[config.mk]
export PLATFORM = sky130hd
export DESIGN_NAME = dda_line_rasterizer
export DESIGN_NICKNAME = d
export VERILOG_FILES = /design/src/hw/rtl/ddalr_pkg.sv /design/src/hw/rtl/dda_line_rasterizer.sv /design/src/hw/rtl/ddalr_div.sv
export VERILOG_INCLUDE_DIRS = /design/src /design/src/hw/rtl
export SDC_FILE = /design/constraint.sdc
export NUM_CORES = 1
export LEC_CHECK = 0
export ABC_AREA = 0
export BUFFER_PORTS_ARGS = -buffer_cell sky130_fd_sc_hd__buf_2
export CORE_ASPECT_RATIO = 0.6
export CORE_MARGIN = 4
export CORE_UTILIZATION = 50
export CTS_BUF_LIST = sky130_fd_sc_hd__clkbuf_8
export CTS_CLUSTER_DIAMETER = 100
export CTS_CLUSTER_SIZE = 40
export DETAILED_ROUTE_END_ITERATION = 12
export GPL_ROUTABILITY_DRIVEN = 0
export PLACE_DENSITY = 0.69
export SLEW_MARGIN = 20
export SYNTH_ARGS = -nofsm -noshare
export SYNTH_HDL_FRONTEND = slang
export SYNTH_SLANG_ARGS = --single-unit
[constraint.sdc]
create_clock -name aclk -period 23.1 [get_ports aclk]
set_clock_uncertainty 0.15 [all_clocks]
set_input_delay 0 -clock aclk [delete_from_list [all_inputs] [get_ports aclk]]
set_output_delay 0 -clock aclk [all_outputs]
set_load 0.01 [all_outputs]
[src/hw/rtl/assert_macros.svh]
// Assertion helpers for dda_line_rasterizer.sv. They assume a clock named aclk
// and an active-low synchronous reset named aresetn in the enclosing module.
`ifndef ASSERT_MACROS_SVH
`define ASSERT_MACROS_SVH

// The consequent must hold in the same cycle as the antecedent.
`define ASSERT_IMP(label, ante, cons, msg) \
    label: assert property (@(posedge aclk) disable iff (!aresetn) (ante) |-> (cons)) \
        else $error(msg);

// The consequent must hold in the cycle after the antecedent.
`define ASSERT_NXT(label, ante, cons, msg) \
    label: assert property (@(posedge aclk) disable iff (!aresetn) (ante) |=> (cons)) \
        else $error(msg);

`endif

[src/hw/rtl/ddalr_pkg.sv]
package ddalr_pkg;

    localparam int IN_COORD_W = 13;
    localparam int MAG_W      = 13;
    localparam int COORD_W    = 14;
    localparam int POINTS_W   = 14;
    localparam int COLOR_W    = 24;
    localparam int ADDR_W     = 22;
    localparam int CFG_W      = 12;
    localparam int S_TDATA_W  = 80;
    localparam int M_TDATA_W  = 48;
    localparam int APB_ADDR_W = 3;
    localparam int APB_DATA_W = 32;

    localparam logic [CFG_W-1:0] FRAME_WIDTH_RESET  = 12'd640;
    localparam logic [CFG_W-1:0] FRAME_HEIGHT_RESET = 12'd480;

    localparam logic REG_FRAME_WIDTH  = 1'b0;
    localparam logic REG_FRAME_HEIGHT = 1'b1;

    localparam logic FUNC_BEGIN = 1'b0;
    localparam logic FUNC_TICK  = 1'b1;

    typedef enum logic [2:0] {
        ST_IDLE  = 3'b001,
        ST_DIV_X = 3'b010,
        ST_DIV_Y = 3'b100
    } ddalr_state_t;

    typedef struct packed {
        logic busy;
        logic done;
    } ddalr_div_stat_t;

endpackage

[src/hw/rtl/dda_line_rasterizer.sv]
// DDA line rasterizer. A begin transaction (tuser = 0) loads two endpoints
// and a color; a tick transaction (tuser = 1) emits the next point of the
// active line with its clipped frame address, tlast marking the last of
// max(|dx|,|dy|) + 1 points. Ticks are taken at one per cycle while the
// block is idle and the output is not stalled; each one yields its result
// from an output register in the next cycle. A begin of nonzero length
// computes both per-step increments on a single shared restoring divider
// that produces one quotient bit per cycle, so the input is held off from
// the accepted begin until both divisions are done. Ticks while no line is
// active are consumed without a result. Frame registers are to be written
// through the APB port only while the block is idle; it does not enforce this.
`include "assert_macros.svh"

module dda_line_rasterizer #(
    parameter int MAX_DIM   = 2048,
    parameter int FRAC_BITS = 16
) (
    input  logic                                aclk,
    input  logic                                aresetn,
    // start_x[12:0], start_y[25:13], end_x[38:26], end_y[51:39],
    // line_color[75:52], zero padding above.
    input  logic [ddalr_pkg::S_TDATA_W-1:0]     s_tdata,
    // func[0].
    input  logic [0:0]                          s_tuser,
    input  logic                                s_tvalid,
    output logic                                s_tready,
    // write_address[21:0], pixel_color[45:22], zero padding above.
    output logic [ddalr_pkg::M_TDATA_W-1:0]     m_tdata,
    // write_enable[0].
    output logic [0:0]                          m_tuser,
    output logic                                m_tlast,
    output logic                                m_tvalid,
    input  logic                                m_tready,
    input  logic                                psel,
    input  logic                                penable,
    input  logic                                pwrite,
    input  logic [ddalr_pkg::APB_ADDR_W-1:0]    paddr,
    input  logic [ddalr_pkg::APB_DATA_W-1:0]    pwdata,
    output logic [ddalr_pkg::APB_DATA_W-1:0]    prdata,
    output logic                                pready
);
    import ddalr_pkg::*;

    localparam int ACC_W  = COORD_W + FRAC_BITS;
    localparam int STEP_W = FRAC_BITS + 2;
    localparam int NUM_W  = MAG_W + FRAC_BITS;
    localparam int DIM_W  = $clog2(MAX_DIM + 1);

    // Configuration registers.
    logic [CFG_W-1:0] frame_width_reg;
    logic [CFG_W-1:0] frame_height_reg;
    logic             cfg_wr;

    assign pready = 1'b1;
    assign cfg_wr = psel && penable && pwrite && pready;

    always_ff @(posedge aclk) begin
        if (!aresetn) begin
            frame_width_reg  <= FRAME_WIDTH_RESET;
            frame_height_reg <= FRAME_HEIGHT_RESET;
        end else if (cfg_wr) begin
            if (paddr[2] == REG_FRAME_WIDTH) begin
                frame_width_reg <= pwdata[CFG_W-1:0];
            end else begin
                frame_height_reg <= pwdata[CFG_W-1:0];
            end
        end
    end

    assign prdata = (paddr[2] == REG_FRAME_HEIGHT) ? APB_DATA_W'(frame_height_reg)
                                                   : APB_DATA_W'(frame_width_reg);

    // Input fields.
    logic                  s_func;
    logic [IN_COORD_W-1:0] s_start_x, s_start_y, s_end_x, s_end_y;
    logic [COLOR_W-1:0]    s_line_color;

    assign s_func       = s_tuser[0];
    assign s_start_x    = s_tdata[12:0];
    assign s_start_y    = s_tdata[25:13];
    assign s_end_x      = s_tdata[38:26];
    assign s_end_y      = s_tdata[51:39];
    assign s_line_color = s_tdata[75:52];

    // Line setup arithmetic.
    logic [COORD_W-1:0] dx, dy, neg_dx, neg_dy;
    logic [MAG_W-1:0]   ax, ay, steps;

    always_comb begin
        dx     = {s_end_x[IN_COORD_W-1], s_end_x} - {s_start_x[IN_COORD_W-1], s_start_x};
        dy     = {s_end_y[IN_COORD_W-1], s_end_y} - {s_start_y[IN_COORD_W-1], s_start_y};
        neg_dx = -dx;
        neg_dy = -dy;
        ax     = dx[COORD_W-1] ? neg_dx[MAG_W-1:0] : dx[MAG_W-1:0];
        ay     = dy[COORD_W-1] ? neg_dy[MAG_W-1:0] : dy[MAG_W-1:0];
        steps  = (ax > ay) ? ax : ay;
    end

    // Line state.
    ddalr_state_t         state_reg, state_next;
    logic                 line_active_reg, line_active_next;
    logic [POINTS_W-1:0]  points_left_reg, points_left_next;
    logic [ACC_W-1:0]     acc_x_reg, acc_x_next;
    logic [ACC_W-1:0]     acc_y_reg, acc_y_next;
    logic [STEP_W-1:0]    step_x_reg, step_x_next;
    logic [STEP_W-1:0]    step_y_reg, step_y_next;
    logic [COLOR_W-1:0]   held_color_reg, held_color_next;
    logic                 sign_x_reg, sign_x_next;
    logic                 sign_y_reg, sign_y_next;
    logic [MAG_W-1:0]     ax_reg, ax_next;
    logic [MAG_W-1:0]     ay_reg, ay_next;
    logic [MAG_W-1:0]     steps_hold_reg, steps_hold_next;

    // Output register.
    logic                 m_tvalid_reg, m_tvalid_next;
    logic                 out_we_reg, out_we_next;
    logic [ADDR_W-1:0]    out_addr_reg, out_addr_next;
    logic [COLOR_W-1:0]   out_color_reg, out_color_next;
    logic                 out_last_reg, out_last_next;

    // Shared divider.
    logic                 div_start;
    logic [NUM_W-1:0]     div_numer;
    logic [NUM_W-1:0]     div_quot;
    ddalr_div_stat_t      div_stat;
    logic [STEP_W-1:0]    quot_ext, quot_neg;

    ddalr_div #(
        .NUM_W (NUM_W),
        .DEN_W (MAG_W)
    ) u_div (
        .aclk    (aclk),
        .aresetn (aresetn),
        .start   (div_start),
        .numer   (div_numer),
        .denom   (steps_hold_reg),
        .quot    (div_quot),
        .stat    (div_stat)
    );

    assign quot_ext = {1'b0, div_quot[FRAC_BITS:0]};
    assign quot_neg = -quot_ext;

    // Point generation.
    logic               s_accept, begin_acc, tick_acc, tick_emit;
    logic [ACC_W-1:0]   acc_x_neg, acc_y_neg, mag_x_full, mag_y_full;
    logic [COORD_W-1:0] mag_x, mag_y;
    logic               neg_x, neg_y;
    logic [DIM_W-1:0]   eff_w, eff_h;
    logic               in_frame;
    logic [ADDR_W-1:0]  point_addr;
    logic               point_last;

    assign s_tready  = (state_reg == ST_IDLE) && (!m_tvalid_reg || m_tready);
    assign s_accept  = s_tvalid && s_tready;
    assign begin_acc = s_accept && (s_func == FUNC_BEGIN);
    assign tick_acc  = s_accept && (s_func == FUNC_TICK);
    assign tick_emit = tick_acc && line_active_reg;

    always_comb begin
        neg_x      = acc_x_reg[ACC_W-1];
        neg_y      = acc_y_reg[ACC_W-1];
        acc_x_neg  = -acc_x_reg;
        acc_y_neg  = -acc_y_reg;
        mag_x_full = neg_x ? acc_x_neg : acc_x_reg;
        mag_y_full = neg_y ? acc_y_neg : acc_y_reg;
        mag_x      = mag_x_full[FRAC_BITS +: COORD_W];
        mag_y      = mag_y_full[FRAC_BITS +: COORD_W];
        eff_w = (32'(frame_width_reg) > 32'(MAX_DIM)) ? DIM_W'(MAX_DIM)
                                                       : DIM_W'(frame_width_reg);
        eff_h = (32'(frame_height_reg) > 32'(MAX_DIM)) ? DIM_W'(MAX_DIM)
                                                        : DIM_W'(frame_height_reg);
        in_frame = (!neg_x || (mag_x == '0)) && (32'(mag_x) < 32'(eff_w))
                && (!neg_y || (mag_y == '0)) && (32'(mag_y) < 32'(eff_h));
        point_addr = in_frame ? (ADDR_W'(mag_x) + ADDR_W'(mag_y) * ADDR_W'(eff_w)) : '0;
        point_last = points_left_reg <= POINTS_W'(1);
    end

    // Sequencer.
    always_comb begin
        state_next       = state_reg;
        line_active_next = line_active_reg;
        points_left_next = points_left_reg;
        acc_x_next       = acc_x_reg;
        acc_y_next       = acc_y_reg;
        step_x_next      = step_x_reg;
        step_y_next      = step_y_reg;
        held_color_next  = held_color_reg;
        sign_x_next      = sign_x_reg;
        sign_y_next      = sign_y_reg;
        ax_next          = ax_reg;
        ay_next          = ay_reg;
        steps_hold_next  = steps_hold_reg;
        div_start        = 1'b0;
        div_numer        = {ax_reg, {FRAC_BITS{1'b0}}};

        m_tvalid_next  = m_tvalid_reg && !m_tready;
        out_we_next    = out_we_reg;
        out_addr_next  = out_addr_reg;
        out_color_next = out_color_reg;
        out_last_next  = out_last_reg;

        unique case (state_reg)
            ST_IDLE: begin
                if (begin_acc) begin
                    acc_x_next       = {s_start_x[IN_COORD_W-1], s_start_x,
                                        {FRAC_BITS{1'b0}}};
                    acc_y_next       = {s_start_y[IN_COORD_W-1], s_start_y,
                                        {FRAC_BITS{1'b0}}};
                    points_left_next = POINTS_W'(steps) + POINTS_W'(1);
                    held_color_next  = s_line_color;
                    line_active_next = 1'b1;
                    sign_x_next      = dx[COORD_W-1];
                    sign_y_next      = dy[COORD_W-1];
                    ax_next          = ax;
                    ay_next          = ay;
                    steps_hold_next  = steps;
                    step_x_next      = '0;
                    step_y_next      = '0;
                    if (steps != '0) begin
                        state_next = ST_DIV_X;
                    end
                end else if (tick_emit) begin
                    m_tvalid_next  = 1'b1;
                    out_we_next    = in_frame;
                    out_addr_next  = point_addr;
                    out_color_next = held_color_reg;
                    out_last_next  = point_last;
                    acc_x_next = acc_x_reg + {{(ACC_W-STEP_W){step_x_reg[STEP_W-1]}},
                                              step_x_reg};
                    acc_y_next = acc_y_reg + {{(ACC_W-STEP_W){step_y_reg[STEP_W-1]}},
                                              step_y_reg};
                    if (point_last) begin
                        points_left_next = '0;
                        line_active_next = 1'b0;
                    end else begin
                        points_left_next = points_left_reg - POINTS_W'(1);
                    end
                end
            end
            ST_DIV_X: begin
                // The first cycle here launches the x division.
                if (!div_stat.busy && !div_stat.done) begin
                    div_start = 1'b1;
                end else if (div_stat.done) begin
                    step_x_next = sign_x_reg ? quot_neg : quot_ext;
                    state_next  = ST_DIV_Y;
                end
            end
            ST_DIV_Y: begin
                div_numer = {ay_reg, {FRAC_BITS{1'b0}}};
                if (!div_stat.busy && !div_stat.done) begin
                    div_start = 1'b1;
                end else if (div_stat.done) begin
                    step_y_next = sign_y_reg ? quot_neg : quot_ext;
                    state_next  = ST_IDLE;
                end
            end
            default: begin
                state_next = ST_IDLE;
            end
        endcase
    end

    always_ff @(posedge aclk) begin
        if (!aresetn) begin
            state_reg       <= ST_IDLE;
            line_active_reg <= 1'b0;
            points_left_reg <= '0;
            acc_x_reg       <= '0;
            acc_y_reg       <= '0;
            step_x_reg      <= '0;
            step_y_reg      <= '0;
            held_color_reg  <= '0;
            m_tvalid_reg    <= 1'b0;
        end else begin
            state_reg       <= state_next;
            line_active_reg <= line_active_next;
            points_left_reg <= points_left_next;
            acc_x_reg       <= acc_x_next;
            acc_y_reg       <= acc_y_next;
            step_x_reg      <= step_x_next;
            step_y_reg      <= step_y_next;
            held_color_reg  <= held_color_next;
            m_tvalid_reg    <= m_tvalid_next;
        end
        sign_x_reg     <= sign_x_next;
        sign_y_reg     <= sign_y_next;
        ax_reg         <= ax_next;
        ay_reg         <= ay_next;
        steps_hold_reg <= steps_hold_next;
        out_we_reg     <= out_we_next;
        out_addr_reg   <= out_addr_next;
        out_color_reg  <= out_color_next;
        out_last_reg   <= out_last_next;
    end

    assign m_tvalid   = m_tvalid_reg;
    assign m_tdata    = {{(M_TDATA_W-ADDR_W-COLOR_W){1'b0}}, out_color_reg, out_addr_reg};
    assign m_tuser[0] = out_we_reg;
    assign m_tlast    = out_last_reg;

    `ASSERT_IMP(a_no_accept_in_div, div_stat.busy || div_stat.done, !s_tready, "input in division")
    `ASSERT_IMP(a_div_only_in_setup, div_stat.busy, state_reg != ST_IDLE, "divider busy in idle")
    `ASSERT_NXT(a_tick_gives_result, tick_emit, m_tvalid, "tick gave no result")
    `ASSERT_NXT(a_last_ends_line, tick_emit && point_last, !line_active_reg, "line not ended")
    `ASSERT_IMP(a_clip_zero_addr, m_tvalid && !m_tuser[0], m_tdata[ADDR_W-1:0] == '0, "addr set")

endmodule

[src/hw/rtl/ddalr_div.sv]
module ddalr_div #(
    parameter int NUM_W = 29,
    parameter int DEN_W = 13
) (
    input  logic                       aclk,
    input  logic                       aresetn,
    input  logic                       start,
    input  logic [NUM_W-1:0]           numer,
    input  logic [DEN_W-1:0]           denom,
    output logic [NUM_W-1:0]           quot,
    output ddalr_pkg::ddalr_div_stat_t stat
);
    import ddalr_pkg::*;

    localparam int CNT_W = $clog2(NUM_W + 1);

    logic             busy_reg, busy_next;
    logic             done_reg, done_next;
    logic [CNT_W-1:0] cnt_reg, cnt_next;
    logic [NUM_W-1:0] num_reg, num_next;
    logic [DEN_W-1:0] rem_reg, rem_next;
    logic [DEN_W-1:0] den_reg, den_next;
    logic [DEN_W:0]   rem_shift;
    logic [DEN_W:0]   rem_sub;
    logic             fits;

    // One quotient bit per cycle, restoring division.
    always_comb begin
        rem_shift = {rem_reg, num_reg[NUM_W-1]};
        fits      = rem_shift >= {1'b0, den_reg};
        rem_sub   = rem_shift - {1'b0, den_reg};

        busy_next = busy_reg;
        done_next = 1'b0;
        cnt_next  = cnt_reg;
        num_next  = num_reg;
        rem_next  = rem_reg;
        den_next  = den_reg;

        if (start && !busy_reg) begin
            busy_next = 1'b1;
            cnt_next  = CNT_W'(NUM_W);
            num_next  = numer;
            rem_next  = '0;
            den_next  = denom;
        end else if (busy_reg) begin
            num_next = {num_reg[NUM_W-2:0], fits};
            rem_next = fits ? rem_sub[DEN_W-1:0] : rem_shift[DEN_W-1:0];
            cnt_next = cnt_reg - CNT_W'(1);
            if (cnt_reg == CNT_W'(1)) begin
                busy_next = 1'b0;
                done_next = 1'b1;
            end
        end
    end

    always_ff @(posedge aclk) begin
        if (!aresetn) begin
            busy_reg <= 1'b0;
            done_reg <= 1'b0;
            cnt_reg  <= '0;
        end else begin
            busy_reg <= busy_next;
            done_reg <= done_next;
            cnt_reg  <= cnt_next;
        end
        num_reg <= num_next;
        rem_reg <= rem_next;
        den_reg <= den_next;
    end

    assign quot      = num_reg;
    assign stat.busy = busy_reg;
    assign stat.done = done_reg;

endmodule
== Word level (Yosys, flattened, before mapping) ==
Index checks and enable logic that the tools add are counted.

* Add/sub/neg operators: 14
* Multiply operators: 1
* $lt $le $gt $ge: 7
* Equal/unequal tests: 10
* Mux-type cells: 49
* Bitwise gates (word level): 5
* Reductions and logical operators: 42

{| class="wikitable"
|+ Operator list
! kind !! number
|-
| $mux 30 || 6
|-
| $mux 18 || 7
|-
| $mux 29 || 3
|-
| $pmux 18 s2 || 2
|-
| $add 30x30->30 || 2
|-
| $neg 30->30 || 2
|-
| $mux 13 || 4
|-
| $mux 14 || 3
|-
| $mux 12 || 3
|-
| $logic_not 14->1 || 2
|-
| $lt 14x12->1 || 2
|-
| $sub 13x13->14 || 2
|-
| $neg 13->13 || 2
|-
| $gt 12x12->1 const B || 2
|-
| $add 14x22->22 || 1
|-
| $mul 14x12->22 || 1
|-
| $mux 3 || 6
|-
| $neg 17->18 || 1
|-
| $add 13x1->14 const B || 1
|-
| $ge 14x13->1 || 1
|-
| $le 14x1->1 const B || 1
|-
| $sub 14x1->14 const B || 1
|-
| $gt 13x13->1 || 1
|-
| $logic_and 1x1->1 || 13
|-
| 22 further kinds || 59
|}

* Register bits after elaboration: 314
* Input port bits: 123
* Output and inout bits: 85
* Word-level logic and storage cells: 155

== Logic depth before layout (Yosys ltp) ==
Gate-level depths: netlist of the first run.

* Depth in word-level cells: 9
* Depth in mapped cells: 29
* Depth with buffers taken out: 29

== By module ==
A second synthesis of the first run with hierarchy kept.

* Cells, all modules: 2953
* Area total of the unflattened synthesis: 26056.2 sq um

{| class="wikitable"
|+ Modules (own cells, without submodules)
! module !! instances !! cells each !! area each (sq um)
|-
| dda_line_rasterizer || 1 || 2657 || 22744.3
|-
| ddalr_div || 1 || 296 || 3311.9
|}

== Least setup slack after synthesis of the first run ==
No wires, ideal clock.

* Path type: register -> register
* Start: register acc_y_reg[5]
* End: register out_addr_reg[20] (data pin)
* Arrival: 6.938 ns
* Path slack: 15.755 ns
* Cell stages (with the launch flop): 27
* Path buffers: 0
* Period minus slack after synthesis: 7.345 ns
* Cell sequence: dfxtp_1 -> nor4_1 -> nand4_1 -> or4_4 -> nor3_2 -> nand2b_2 -> o31ai_1 -> xor2_1 -> nor2_1 -> fa_1 -> inv_1 -> fa_1 -> inv_1 -> fa_1 -> fa_1 -> inv_1 -> fa_1 -> inv_1 -> ha_1 -> a2111oi_0 -> nor3_1 -> a2111oi_0 -> o31ai_1 -> nor4_1 -> nor3_1 -> xnor2_1 -> nor2_1

* Longest elaborated chain between the ends: 6
* Elaborated cells between the ends (all ways): 9
* Those cells by class: add/sub (2); mul (1); order compare (1); mux (1); reduce/logical (4)

{| class="wikitable"
|+ RTL lines
! what !! RTL line !! source
|-
| start: declaration || dda_line_rasterizer.sv:104 || <nowiki>logic [ACC_W-1:0] acc_y_reg, acc_y_next;</nowiki>
|-
| start signal: assignment || dda_line_rasterizer.sv:281 || <nowiki>acc_y_reg <= acc_y_next;</nowiki>
|-
| $neg 30->30 (*) || dda_line_rasterizer.sv:164 || <nowiki>acc_y_neg = -acc_y_reg;</nowiki>
|-
| $mux 30 (*) || dda_line_rasterizer.sv:166 || <nowiki>mag_y_full = neg_y ? acc_y_neg : acc_y_reg;</nowiki>
|-
| parallel branches: the longest is 4 deep, another holds $mul 14x12->22 || - ||
|-
| end signal: assignment || dda_line_rasterizer.sv:293 || <nowiki>out_addr_reg <= out_addr_next;</nowiki>
|-
| end: declaration || dda_line_rasterizer.sv:117 || <nowiki>logic [ADDR_W-1:0] out_addr_reg, out_addr_next;</nowiki>
|}

Every way passes the cells marked *.
A chain may end at the register's enable or synchronous reset.

== Final worst setup path of the first run ==
Same ends and word-level chain as after synthesis.

==> results of run 1 <==
[cell type report]
type | count | share of cell area (%)
Clock buffer | 15 | 0.733
Clock inverter | 9 | 0.538
Sequential cell | 314 | 27.0
Inverter | 333 | 4.46
Multi-Input combinational cell | 2196 | 56.3
Timing Repair Buffer | 312 | 8.08
Tap cell | 650 | 2.89
Antenna cell | 1 | 0.00889
[worst max-delay path by stage]
stage / from / end / slack [ns] / cells past startpoint
final: acc_y_reg[5]$_SDFFE_PN0P_ / out_addr_reg[20]$_SDFFCE_PN0P_ / 13.57 / 24
after global routing: acc_y_reg[5]$_SDFFE_PN0P_ / out_addr_reg[20]$_SDFFCE_PN0P_ / 13.00 / 24
after CTS: acc_y_reg[5]$_SDFFE_PN0P_ / out_addr_reg[20]$_SDFFCE_PN0P_ / 13.83 / 26
after global placement: acc_y_reg[5]$_SDFFE_PN0P_ / out_addr_reg[20]$_SDFFCE_PN0P_ / 14.00 / 26
after floorplan: acc_y_reg[5]$_SDFFE_PN0P_ / out_addr_reg[20]$_SDFFCE_PN0P_ / 15.76 / 26
after detailed placement: acc_y_reg[5]$_SDFFE_PN0P_ / out_addr_reg[20]$_SDFFCE_PN0P_ / 13.98 / 26
[cells by family (layout without fill, tap and decap cells)]
group	count (synthesis)	count (layout)
simple gates	1025	1025
compound gates	609	609
buf+inv	466	669
fa+ha+maj	328	328
flops	314	314
xor+xnor	170	170
mux	41	41
other cells	2	24
[routing by layer]
metal | vias to the layer above | global-route usage (%) | part of all wire (%)
met1 | 10800 | 39.2 | 47
met5 | - | 0 | 0
met4 | 0 | 5.30 | 2.1
met2 | 962 | 37.6 | 41
li1 | 10500 | - | -
met3 | 77 | 5.77 | 10
[through the flow]
step / total power [W] / hold WS (ns) / worst slack (ns) / std cells
6_report: 0.00155 / 0.0224 / 13.57 / 3830
5_1_grt: 0.00165 / 0.0188 / 13.00 / 3830
4_1_cts: 0.00155 / 0.00222 / 13.83 / 3829
3_5_place_dp: 0.00126 / 0.0827 / 13.98 / 3674
3_3_place_gp: 0.00124 / 0.0765 / 14.00 / 3674
2_1_floorplan: 0.00108 / -0.0260 / 15.76 / 2976
[where the power goes]
part / total [W] / leakage [nW] / switching, W / internal [W]
Clock: 0.000273 / 0.178 / 0.000199 / 0.0000741
Combinational: 0.000639 / 9.56 / 0.000406 / 0.000233
Sequential: 0.000642 / 2.65 / 0.0000222 / 0.000620
[placed cells by master (no fill, tap or decap), types with 16 or more instances in the layout]
cell type,n
nor2_1,296
a22oi_1,22
nand4_1,21
a31oi_1,34
xor2_1,63
nand2b_1,33
o21a_1,19
nor4_1,21
ha_1,195
edfxtp_1,131
conb_1,23
buf_4,23
nand3_1,83
inv_1,322
a21oi_1,195
a211oi_1,28
o211ai_1,21
and3_1,19
fa_1,133
xnor2_1,102
nand2_1,346
o21ai_0,98
nor3_1,51
a21o_1,49
buf_2,158
nor2b_1,52
dfxtp_1,183
or2_2,16
dlygate4sd3_1,131
or3_1,40
mux2i_1,26
[critical path, stage by stage, from the launching register on]
cell	delay, ns
dfxtp_1	0.39
nor4_1	0.77
nand4_1	0.33
o21ai_0	0.28
xor2_1	0.70
clkinv_1	0.67
nand3_1	0.42
fa_1	0.50
fa_1	0.43
inv_1	0.06
ha_1	0.22
ha_1	0.21
fa_1	0.48
ha_1	0.31
a21o_1	0.18
a21oi_1	0.22
o21ai_0	0.15
a2111oi_0	0.79
nor3_1	0.16
a2111oi_0	0.94
o31ai_1	0.31
nor4_1	0.22
nor3_1	0.11
xnor2_1	0.16
nor2_1	0.05
==> impl_metrics.toml, run 1 <==
[synthesis]
ys_warn_count = 0
ys_top_cells_by_area = "edfxtp_1, dfxtp_1, fa_1"
synth-seq-cells = 314
synth_compound_area_share_pct = 15.8
yosys.area_share.simple_pct = 18.7
synthAdderAreaFrac_pct = 20.3
netlist_area_um2 = 25200
synthMuxAreaShare_pct = 1.70
yosys.area.top_type = "edfxtp_1"
async_flop_share_pct = 0
synth_top_family_by_area = "adder cells"
avgSynthCellArea_um2 = 8.53
synth_most_common_cell = "nand2_1"
seq_area_frac_synth_pct = 30.2
synth_edf_count = 131
synth-main-ff-cell = "dfxtp_1"
yosys.cell_types.count = 83
ys_top_cells_by_count = "nand2_1, inv_1, nor2_1"
synth_top_area_share_pct = 15.6
syn_inst = 2955
synth_xor_area_share_pct = 6.07

[min_path]
hp-start = "pwdata[11]"
hold_depth = 4
holdCritPathClass = "in2reg"
hold_end = "frame_width_reg[11]$_SDFFE_PN0P_"

[place]
io_buffer_count = 158
placed_cell_area_um2 = 26500
place_hpwl_mm = 54.0

[pwr]
power_density_nw_per_um2 = 55.2
p_leak_nw = 12.4
ir_drop_v = 0.0000507

[detailed_routing]
wirelength_mm = 71.4
dr.pass1.iters = 7
drt-initial-drc-count = 2137
vias = 22300
drc = 0
post_drt_wl_per_cell_um = 18.6
drtAntennaViolNets = 0
vias_per_cell = 5.82

[clock_network]
post_cts.repair.setup_buffers = 0
cts-htree-levels = 1
cts_buffer_depth = 3
root_buffer = "clkbuf_8"
worst_skew_pair.late_latency_ns = 0.64
cts_tree = "yes"
hold_buffers = 131
clkTransAtPathRegs_ns = 0.23
cts_resized = 0
numClockSinks = 314
cts_made_buffers = 14

[cells_and_area]
multi_input_area_um2 = 15900
drive_gt1_share_pct = 8.49
area_growth_pct = 11.8
seq_area_um2 = 7600
final_util_pct = 56.8
fillCellCount = 4388
nets = 3622
design_area_um2 = 28200

[outcome]
status = "finished, final reports clean"

[floorplan]
start_util_pct = 50.8
die_w_um = 298
dieArea_um2 = 54200
io_pins = 208
num_rows = 63
die_h_um = 182
core_area_um2 = 49600

[global_route]
grt_max_degree = 81
grtUsageTotal_pct = 25.8
grt_pass1_vias = 21500
grt_overflow = 0
grt_first_pass_wirelength_mm = 115
antenna_found_initial = 2

[run]
drv_cap = 0

[critical_path]
rr_startpoint = "acc_y_reg[5]$_SDFFE_PN0P_"
cp.arrival_ns = 9.70
cp_max_fo = 9
worstSetupPathType = "reg2reg"
cp-end-kind = "flip-flop"
worst_r2r_path_depth = 24
r2r_end = "out_addr_reg[20]$_SDFFCE_PN0P_"
startpoint_type = "flip-flop"
r2r_slack_ns = 13.57
crit_required_ns = 23.27

[sta]
finalHoldViolCount = 0
rsz0062_at_grt = "false"
setup_tns_ns = 0
fin_crit_sh_pct = 41.3
fin_crit_ns = 9.53
slew_violations = 0
fmax_mhz = 105
relSlewSlack_pct = 29.1
setup_viol_count_final = 0
worstMarginPinSlew_ns = 1.04
Note: power is estimated with default switching activity, not from simulation.
==> run 2, diff against run 1 <==
--- a/config.mk
+++ b/config.mk
@@ -16,7 +16,7 @@
 export CTS_CLUSTER_SIZE = 40
 export DETAILED_ROUTE_END_ITERATION = 12
 export GPL_ROUTABILITY_DRIVEN = 0
-export PLACE_DENSITY = 0.69
+export PLACE_DENSITY = 0.71
 export SLEW_MARGIN = 20
 export SYNTH_ARGS = -nofsm -noshare
 export SYNTH_HDL_FRONTEND = slang
==> constraint.sdc (replaced) <==
create_clock -name aclk -period 7.9 [get_ports aclk]
set_clock_uncertainty 0.15 [all_clocks]
set_input_delay 0 -clock aclk [delete_from_list [all_inputs] [get_ports aclk]]
set_output_delay 0 -clock aclk [all_outputs]
set_load 0.01 [all_outputs]
==> impl_metrics.toml, run 2 (synthesized netlist as in run 1, its figures left out) <==
[cells_and_area]
final_util_pct = 57.7
nets = 3659
layout_commonest_cell = "nand2_1"
drive_gt1_share_pct = 9.95
design_area_um2 = 28600
fillCellCount = 4327
multi_input_area_um2 = 16000
area_growth_pct = 13.5
seq_area_um2 = 7600
final_cell_mix = "nand2_1, inv_1, nor2_1, ha_1, a21oi_1"

[critical_path]
cp.arrival_ns = 7.92
max_stage_delay_ns = 0.56
cp-end-kind = "flip-flop"
startpoint_type = "flip-flop"
worst_path_max_delay_cell = "fa_1"
worst_r2r_path_depth = 26
rr_startpoint = "acc_y_reg[2]$_SDFFE_PN0P_"
r2r_slack_ns = 0.20
worstSetupPathType = "reg2reg"
crit_required_ns = 8.13
r2r_end = "out_addr_reg[20]$_SDFFCE_PN0P_"
cpMostUsedCell = "fa_1"
path_buf_inv = 6
cp_max_fo = 5
cp_num_cells = 26
crit_family = "adder cells"

[sta]
fin_crit_sh_pct = 97.4
setup_viol_count_final = 0
slew_violations = 0
fin_crit_ns = 7.70
worstMarginPinSlew_ns = 1.09
fmax_mhz = 130
finalHoldViolCount = 0
relSlewSlack_pct = 27.3
rsz0062_at_grt = "true"
fin_ws_ns = 0.205
whs_ns = 0.00774

[global_route]
grt_first_pass_wirelength_mm = 116
antenna_found_initial = 4
grtUsageTotal_pct = 26.1
grt_overflow = 0
grt_max_degree = 82
grt_pass1_vias = 21500

[detailed_routing]
drtAntennaViolNets = 0
wirelength_mm = 73.1
drt-initial-drc-count = 2345
post_drt_wl_per_cell_um = 18.9
vias = 22600
dr.pass1.iters = 6
vias_per_cell = 5.83
drc = 0

[place]
pre_cts_slack_ns = -0.200
placed_cell_area_um2 = 26700
place_hpwl_mm = 55.3
io_buffer_count = 158

[floorplan]
start_util_pct = 50.8
num_rows = 63
die_h_um = 182
io_pins = 208
dieArea_um2 = 54200
core_area_um2 = 49600
die_w_um = 298

[clock_network]
root_buffer = "clkbuf_8"
cts_made_buffers = 14
cts-htree-levels = 1
worst_skew_pair.late_latency_ns = 0.67
numClockSinks = 314
cts_buffer_depth = 3
cts_tree = "yes"
clkTransAtPathRegs_ns = 0.24

[min_path]
hold_end = "frame_height_reg[0]$_SDFFE_PN0P_"
holdCritPathClass = "in2reg"
hp-start = "pwdata[0]"
hold_depth = 4

[pwr]
ir_drop_v = 0.000144
power_density_nw_per_um2 = 162
p_leak_nw = 12.6

[run]
drv_cap = 0

[outcome]
status = "finished, final reports clean"
## run 2: cell count changes in the layout (fill, tap and decap cells not counted), moves of 2 or more
cell,change
dlygate4sd3_1,+5
o31ai_4,+2
a2111oi_0,-2
buf_4,+32
nor4_1,-2
a41oi_2,+2
diode_2,+2
a41oi_1,-2
a21oi_1,-3
a21oi_2,+3
nor4_2,+2
clkinv_4,-2
o31ai_1,-3
## run 2: tightest hold or removal path: cells and delay by family
| kind | cells | cell delay [ns] |
|---|---|---|
| simple gates | 1 | 0.05 |
| compound gates | 1 | 0.05 |
| buf+inv | 2 | 0.66 |
## run 2: layout make-up
class,count,share of cell area (%)
Antenna cell,3,0.0263
Clock inverter,9,0.551
Timing Repair Buffer,349,8.97
Clock buffer,15,0.722
Inverter,333,4.40
Tap cell,650,2.84
Sequential cell,314,26.6
Multi-Input combinational cell,2196,55.9
## run 2: worst max path at each step
| stage | from | to | slack (ns) |
|---|---|---|---|
| after floorplan | acc_y_reg[5]$_SDFFE_PN0P_ | out_addr_reg[20]$_SDFFCE_PN0P_ | 0.56 |
| after global placement | acc_y_reg[13]$_SDFFE_PN0P_ | out_addr_reg[20]$_SDFFCE_PN0P_ | -0.05 |
| after detailed placement | acc_y_reg[13]$_SDFFE_PN0P_ | out_addr_reg[20]$_SDFFCE_PN0P_ | -0.20 |
| after CTS | acc_y_reg[2]$_SDFFE_PN0P_ | out_addr_reg[20]$_SDFFCE_PN0P_ | 0.04 |
| after global routing | acc_y_reg[2]$_SDFFE_PN0P_ | out_addr_reg[20]$_SDFFCE_PN0P_ | -0.08 |
| final | acc_y_reg[2]$_SDFFE_PN0P_ | out_addr_reg[20]$_SDFFCE_PN0P_ | 0.20 |
## run 2: what timing repair did
action / in CTS / in global routing
buffers inserted: 0 / 3
pin swaps: 0 / 3
hold buffers: 136 / 0
resized for setup: 3 / 22
endpoints found under the hold margin: 112 / 0
setup endpoints to repair: 3 / 7
## run 2: stage by stage
| step | instances | total power, W | TNS, ns |
|---|---|---|---|
| finish | 3869 | 0.00464 | 0 |
| global route | 3868 | 0.00492 | -0.176 |
| CTS | 3863 | 0.00458 | 0 |
| detailed placement | 3703 | 0.00371 | -0.237 |
| global placement | 3703 | 0.00364 | -0.0463 |
| floorplan | 2976 | 0.00317 | 0 |
## run 2: report_power, final
group / leakage, nW / switching [W] / internal, W
sequential: 2.65 / 0.0000658 / 0.00181
clock: 0.180 / 0.000605 / 0.000219
combinational: 9.77 / 0.00121 / 0.000727
## run 2: layer usage
metal / part of all wire (%) / global-route usage (%) / vias to the layer above
met4: 1.9 / 5.34 / 0
met1: 46 / 39.9 / 10800
li1: - / - / 10600
met3: 10 / 5.26 / 97
met2: 41 / 38.3 / 1067
met5: 0 / 0 / -
